File: src/svds_pkg.sv
// Shared types and constants of the sparse voxel density store.
// No dependencies.
package svds_pkg;

    localparam int MODE_W = 2;
    localparam int DENS_W = 32;
    localparam int LIDX_W = 18;
    localparam int CFG_W  = 7;
    localparam int CHUNK_SIZE_RESET = 32;

    typedef enum logic [MODE_W-1:0] {
        MODE_WRITE = 2'd0,
        MODE_READ  = 2'd1,
        MODE_CLEAR = 2'd2,
        MODE_NONE  = 2'd3
    } mode_t;

    localparam logic REG_CHUNK_SIZE = 1'b0;

    typedef struct packed {
        logic load;       // latch the input item
        logic div_step;   // one restoring division step on all lanes
        logic idx_a;      // sign fix, size squared
        logic idx_b;      // partial products of the local index
        logic idx_c;      // final local index sum
        logic rd;         // read key and value at addr
        logic wr_entry;   // write new key and value at addr
        logic wr_value;   // overwrite value at addr
        logic res_load;   // load the output register
        logic res_found;
        logic res_full;
        logic res_zero;   // all result fields zero
    } cmd_t;

    typedef struct packed {
        logic key_hit;    // read key equals item key
        logic out_free;   // output register can take a result
    } sts_t;

endpackage

File: src/svds_ctrl.sv
// Controller: sequences division, index build, linear search and update.
// Depends on svds_pkg.
module svds_ctrl import svds_pkg::*; #(
    parameter int CAPACITY   = 1024,
    parameter int COORD_BITS = 21,
    parameter int AW         = $clog2(CAPACITY)
) (
    input  logic              aclk,
    input  logic              aresetn,
    input  logic              cfg_we,
    input  logic              s_tvalid,
    output logic              s_tready,
    input  logic [MODE_W-1:0] s_mode,
    input  sts_t              sts,
    output cmd_t              cmd,
    output logic [AW-1:0]     addr
);
    localparam int CW = $clog2(CAPACITY + 1);
    localparam int SC = $clog2(COORD_BITS + 1);

    typedef enum logic [2:0] {
        ST_IDLE, ST_DIV, ST_IDXA, ST_IDXB, ST_IDXC, ST_SRD, ST_SCMP, ST_DONE
    } state_t;

    state_t          state_reg;
    mode_t           mode_reg;
    logic [CW-1:0]   count_reg;
    logic [CW-1:0]   idx_reg;
    logic [SC-1:0]   step_reg;
    logic            found_reg, full_reg, zero_reg;
    logic            accept;
    logic            at_end;

    assign s_tready = (state_reg == ST_IDLE);
    assign accept   = s_tvalid && s_tready;
    assign at_end   = (idx_reg == count_reg);

    always_comb begin
        cmd       = '0;
        cmd.load  = accept;
        addr      = idx_reg[AW-1:0];
        unique case (state_reg)
            ST_IDLE: ;
            ST_DIV:  cmd.div_step = 1'b1;
            ST_IDXA: cmd.idx_a = 1'b1;
            ST_IDXB: cmd.idx_b = 1'b1;
            ST_IDXC: cmd.idx_c = 1'b1;
            ST_SRD: begin
                if (at_end) begin
                    addr = count_reg[AW-1:0];
                    cmd.wr_entry = (mode_reg == MODE_WRITE) &&
                                   (count_reg != CW'(CAPACITY));
                end else begin
                    cmd.rd = 1'b1;
                end
            end
            ST_SCMP: cmd.wr_value = sts.key_hit && (mode_reg == MODE_WRITE);
            ST_DONE: begin
                cmd.res_load  = sts.out_free;
                cmd.res_found = found_reg;
                cmd.res_full  = full_reg;
                cmd.res_zero  = zero_reg;
            end
            default: ;
        endcase
    end

    always_ff @(posedge aclk) begin
        if (!aresetn) begin
            state_reg <= ST_IDLE;
            mode_reg  <= MODE_NONE;
            count_reg <= '0;
            idx_reg   <= '0;
            step_reg  <= '0;
            found_reg <= 1'b0;
            full_reg  <= 1'b0;
            zero_reg  <= 1'b0;
        end else begin
            if (cfg_we) begin
                count_reg <= '0;
            end
            unique case (state_reg)
                ST_IDLE: begin
                    if (accept) begin
                        mode_reg  <= mode_t'(s_mode);
                        found_reg <= 1'b0;
                        full_reg  <= 1'b0;
                        idx_reg   <= '0;
                        step_reg  <= SC'(COORD_BITS);
                        if (s_mode == MODE_CLEAR) begin
                            count_reg <= '0;
                            zero_reg  <= 1'b1;
                            state_reg <= ST_DONE;
                        end else if (s_mode == MODE_NONE) begin
                            zero_reg  <= 1'b1;
                            state_reg <= ST_DONE;
                        end else begin
                            zero_reg  <= 1'b0;
                            state_reg <= ST_DIV;
                        end
                    end
                end
                ST_DIV: begin
                    step_reg <= step_reg - SC'(1);
                    if (step_reg == SC'(1)) begin
                        state_reg <= ST_IDXA;
                    end
                end
                ST_IDXA: state_reg <= ST_IDXB;
                ST_IDXB: state_reg <= ST_IDXC;
                ST_IDXC: state_reg <= ST_SRD;
                ST_SRD: begin
                    if (at_end) begin
                        if (mode_reg == MODE_WRITE) begin
                            if (count_reg != CW'(CAPACITY)) begin
                                count_reg <= count_reg + CW'(1);
                            end else begin
                                full_reg <= 1'b1;
                            end
                        end
                        state_reg <= ST_DONE;
                    end else begin
                        state_reg <= ST_SCMP;
                    end
                end
                ST_SCMP: begin
                    if (sts.key_hit) begin
                        found_reg <= (mode_reg == MODE_READ);
                        state_reg <= ST_DONE;
                    end else begin
                        idx_reg   <= idx_reg + CW'(1);
                        state_reg <= ST_SRD;
                    end
                end
                ST_DONE: begin
                    if (sts.out_free) begin
                        state_reg <= ST_IDLE;
                    end
                end
                default: state_reg <= ST_IDLE;
            endcase
        end
    end

endmodule

File: config.mk
export PLATFORM = sky130hd
export DESIGN_NAME = svds_ctrl
export DESIGN_NICKNAME = d
export VERILOG_FILES = /design/src/svds_pkg.sv /design/src/svds_ctrl.sv
export SDC_FILE = /design/constraint.sdc
export NUM_CORES = 1
export LEC_CHECK = 0
export BUFFER_PORTS_ARGS = -buffer_cell sky130_fd_sc_hd__buf_4
export CORE_ASPECT_RATIO = 2
export CORE_MARGIN = 2
export CORE_UTILIZATION = 39
export CTS_BUF_LIST = sky130_fd_sc_hd__clkbuf_4
export DETAILED_ROUTE_END_ITERATION = 6
export PLACE_DENSITY_LB_ADDON = 0.1
export SYNTH_ARGS = -nofsm -noshare
export SYNTH_HDL_FRONTEND = slang
export SYNTH_SLANG_ARGS = --single-unit
File: constraint.sdc
create_clock -name aclk -period 1.6 [get_ports aclk]
set_input_delay 0 -clock aclk [delete_from_list [all_inputs] [get_ports aclk]]
set_output_delay 0 -clock aclk [all_outputs]
set_load 0.01 [all_outputs]
# After elaboration in Yosys (flattened, before gate mapping)
# Cells that the tools add are included.
# Widths: inputs -> output; s select.
# op_classes
mux	40
reduce_logical	14
addsub	3
n_eq_ne	21
# ops
cell	n
$mux 11	8
$pmux 11 s2	2
$pmux 3 s8	1
$add 11x1->11 const B	2
$mux 10	2
$mux 1	15
$mux 3	5
$ne 2x2->1 const B	7
$eq 3x3->1 const B	4
$eq 11x11->1	1
$ne 11x11->1 const B	1
$pmux 5 s2	1
$reduce_and 3->1	3
$eq 3x2->1 const B	2
$reduce_bool 2->1	3
$eq 5x1->1 const B	1
$mux 5	1
$reduce_and 5->1	1
$sub 5x1->5 const B	1
$eq 2x2->1 const B	2
$mux 2	2
$mux 4	1
$pmux 1 s2	2
$reduce_and 2->1	2
6 further kinds	8
# totals
elab_cells	86
output_inout_bits	23
input_bits	8
reg_bits	35

# Depth between registers and ports, before layout
# logic_depth
word_depth	5
depth_mapped	9
ltp_nobuf	8

# Worst setup path before layout
# Ideal clock, no wire load.
# synth_path
path_type	register to register
start	reg idx_reg[2]
end	reg count_reg[3]
n_path_buf	1
period_less_slack_ns	1.670
path_slack_ns	-0.070
path_stages_with_launch	8
setup_time_ns	0.127
arrival_time_ns	1.544
required_ns	1.473
path_cell_list	dfxtp_1 -> xor2_1 -> nor4_2 -> nand3_2 -> or2_1 -> buf_6 -> o21ai_1 -> a221oi_2
# synth_via
elab_chain_cells	3
# synth_rtl
element	line_no	text
from (decl)	svds_ctrl.sv:28	logic [CW-1:0] idx_reg;
from (signal assigned)	svds_ctrl.sv:131	idx_reg <= idx_reg + CW'(1);
$eq 11x11->1	svds_ctrl.sv:36	assign at_end = (idx_reg == count_reg);
$mux 11	svds_ctrl.sv:113	if (at_end) begin
$pmux 11 s2	svds_ctrl.sv:82	unique case (state_reg)
to (signal assigned)	svds_ctrl.sv:116	count_reg <= count_reg + CW'(1);
to (decl)	svds_ctrl.sv:27	logic [CW-1:0] count_reg;
# Every way passes these cells.
# A chain may end at the register's enable or synchronous reset.

==> flow_metrics.py <==
metrics = {
    "critical_path": {
        "crit_chain": "xor2_2 -> nor4_4 -> nand3_2 -> buf_6 -> nand3b_1 -> nor2b_2 -> buf_4",
        "regToRegEndpoint": "count_reg[4]",
        "rr_worst_depth": 8,
        "critPathSlowestCell": "dfxtp_2",
        "reg2reg_slack_ns": -0.20,
        "r2r-start": "idx_reg[4]",
        "cp_slowest_stage_delay_ns": 0.35,
        "crit_path_end_kind": "primary output",
        "worstSetupPathType": "reg -> out",
        "cp_max_fo": 2,
        "crit_path_start_kind": "flop",
        "arrival_ns": 1.90,
        "worstPathRequired_ns": 1.60,
    },
    "global_routing": {
        "grt_pass1_wl_um": 10500,
        "track_usage_pct": 21.9,
        "antenna_found_initial": 0,
        "grt-ovfl-total": 0,
        "grt_pass1_vias": 2236,
        "grt_max_degree": 19,
    },
    "synth": {
        "netlist.area_leader.share_pct": 32.2,
        "avgSynthCellArea_sq_um": 7.81,
        "synth_edf_count": 0,
        "synth_seq_cells": 35,
        "synthDistinctLibCells": 54,
        "synth_ff_type": "dfxtp_1",
        "synth_area_sq_mm": 0.00218,
        "synth_top_cell_by_area": "dfxtp_1",
        "synth_seq_area_share_pct": 32.2,
        "synth_area_leaders": "dfxtp_1, xor2_1, nor2_1, nand2_1, a21oi_1",
        "synthCells": 279,
        "ys_async_sr_fraction_pct": 0,
        "yosys_warnings": 0,
        "syn_nets": 292,
    },
    "floorplan": {
        "initial_utilization_pct": 40.2,
        "die_area_sq_mm": 0.00624,
        "rows": 38,
        "fp.dieW_um": 56.8,
        "num_io_pins": 31,
        "coreArea_sq_mm": 0.00542,
        "dieHeight_um": 110,
    },
    "sta": {
        "fin_crit_sh_pct": 118,
        "fmax_mhz": 527,
        "fin_ws_ns": -0.296,
        "slew_violations": 0,
        "relSlewSlack_pct": 68.7,
        "holdWs_ns": 0.0473,
        "grt_setup_unrepaired": "yes",
        "fin_skew_ns": 0.00838,
        "worst_pin_slew_ns": 0.468,
        "min_period_ns": 1.90,
        "final_hold_viol_count": 0,
        "finalSetupViolations": 17,
    },
    "clocking": {
        "cts_tree": "yes",
        "clk_path_buf_depth": 2,
        "cts_buffers": 5,
        "root_buffer": "clkbuf_4",
        "h-tree-depth": 2,
        "clkTransAtPathRegs_ns": 0.11,
        "cts_sinks": 35,
        "insertion_delay_ns": 0.36,
    },
    "routing": {
        "wire_per_inst_um": 15.3,
        "drc": 0,
        "vias_per_cell": 5.29,
        "ant_nets": 0,
        "drt-pass1-iter-count": 4,
        "dr_total_vias": 2275,
        "drt_wl_total_um": 6590,
        "drt_iter0_markers": 30,
    },
    "outcome": {
        "violations": "setup timing",
        "status": "finished with violations",
    },
    "placed_design": {
        "gp_congestion": 0.862,
        "hpwl_um": 4880,
        "portBuffers": 30,
    },
    "pwr": {
        "totalPowerFinal_w": 0.00274,
        "p_leak_nw": 1.50,
        "p_per_area_mw_per_mm2": 826,
        "ir_drop_uv": 813,
    },
    "flow_run": {
        "maxCapViolations": 0,
    },
    "finish": {
        "antennaDiodeCount": 0,
        "area_delta_synth_final_pct": 52.5,
        "drive_above_1_share_pct": 46.8,
        "nNetsFinal": 382,
        "n_fill_cell": 520,
    },
    "worst_hold_path": {
        "holdPathStages": 4,
        "worstHoldStart": "sts[1]",
        "min_to": "found_reg",
        "holdCritPathClass": "in -> reg",
    },
}
cell families after synthesis:
| logic type | Yosys count | synth area share [%] |
|---|---|---|
| flops | 35 | 32.2 |
| compound gates | 51 | 16.7 |
| simple gates | 134 | 32.2 |
| fa+ha+maj | 5 | 2.87 |
| buf+inv | 32 | 7.06 |
| mux | 2 | 0.919 |
| xor+xnor | 20 | 8.04 |
how the worst max path moves through the flow:
stage	startpoint	to	slack, ns	cells after the start
CTS	idx_reg[5]	cmd[5]	-0.29	7
global placement	count_reg[1]	count_reg[6]	-0.14	9
detailed placement	count_reg[0]	count_reg[4]	-0.15	9
finish	idx_reg[4]	cmd[5]	-0.30	7
global route	idx_reg[2]	cmd[5]	-0.42	7
floorplan	idx_reg[4]	count_reg[3]	-0.03	7
worst max-delay path, delay by kind of cell (launching register included):
family                    cells  cell delay [ns]
and+or+nand+nor               4             0.74
xor gates and xnor gates      1             0.18
DFF                           1             0.35
buffers and inverters         2             0.26
final cells by class:
type | count | area (sq um) | area share [%]
Clock inverter | 1 | 5.00 | 0.151
Tap cell | 60 | 75.1 | 2.26
Sequential cell | 35 | 719 | 21.7
Timing Repair Buffer | 104 | 862 | 26.0
Clock buffer | 7 | 52.6 | 1.58
Multi-Input combinational cell | 212 | 1560 | 47.0
Inverter | 11 | 46.3 | 1.39
synthesized netlist by cell type, types with 2 or more instances:
cell / instances
dfxtp_1: 35
nand4_1: 5
nor3_1: 8
or2b_1: 3
a22o_1: 2
and2_1: 5
nand3_1: 6
xnor2_1: 3
buf_2: 4
or3_1: 4
a31oi_1: 2
nor2_1: 35
nor4b_1: 3
nor3b_1: 4
a21o_1: 3
nand2_1: 34
ha_1: 5
a21oi_1: 14
o21ai_0: 8
buf_6: 2
a221oi_2: 4
o21ai_1: 4
a211oi_1: 4
nand3b_1: 2
buf_4: 2
and3_1: 4
xor2_1: 17
and2b_1: 3
inv_1: 10
nand2b_1: 4
or2_2: 5
clkbuf_1: 12
mux2i_1: 2
power by group:
| group | leakage [nW] | internal, W | switching, W |
|---|---|---|---|
| Sequential | 0.289 | 0.000961 | 0.0000879 |
| Combinational | 1.18 | 0.000579 | 0.000586 |
| Clock | 0.0361 | 0.000205 | 0.000326 |
through the flow:
step                TNS [ns]  std cells  setup slack, ns  instance area (sq um)  utilization, %
floorplan             -0.101        279          -0.0315                   2210               -
global placement       -1.17        405           -0.136                   2840            52.4
detailed placement     -1.28        405           -0.146                   2840            52.4
CTS                    -2.09        423           -0.292                   3120            57.6
global route           -4.63        430           -0.422                   3320            61.3
finish                 -2.56        430           -0.296                   3320            61.3
layout by cell type (no fill, tap or decap), types with 5 or more instances in the layout:
master,count
xor2_1,15
nor3_1,5
dfxtp_2,6
nor2_4,5
nand4_1,5
o21ai_0,7
a21oi_1,11
and2_1,5
clkbuf_4,7
nor2_1,27
nand2_1,29
buf_6,11
buf_4,85
inv_1,6
dlygate4sd3_1,6
dfxtp_1,26
layer usage:
metal / vias to the layer above / global-route usage [%] / routed length [um]
li1: 1132 / - / -
met1: 1083 / 20.6 / 2300
met2: 39 / 43.1 / 3830
met3: 21 / 3.53 / 186
met4: 0 / 12.3 / 282
met5: - / 0 / 0
timing repair:
item,CTS,global route
hold buffers,6,0
setup endpoints to repair,22,26
pin swaps,9,27
buffers inserted,4,7
cloned,0,0
hold endpoints to repair,11,0
resized for setup,40,35
(Power assumes the default switching activity.)
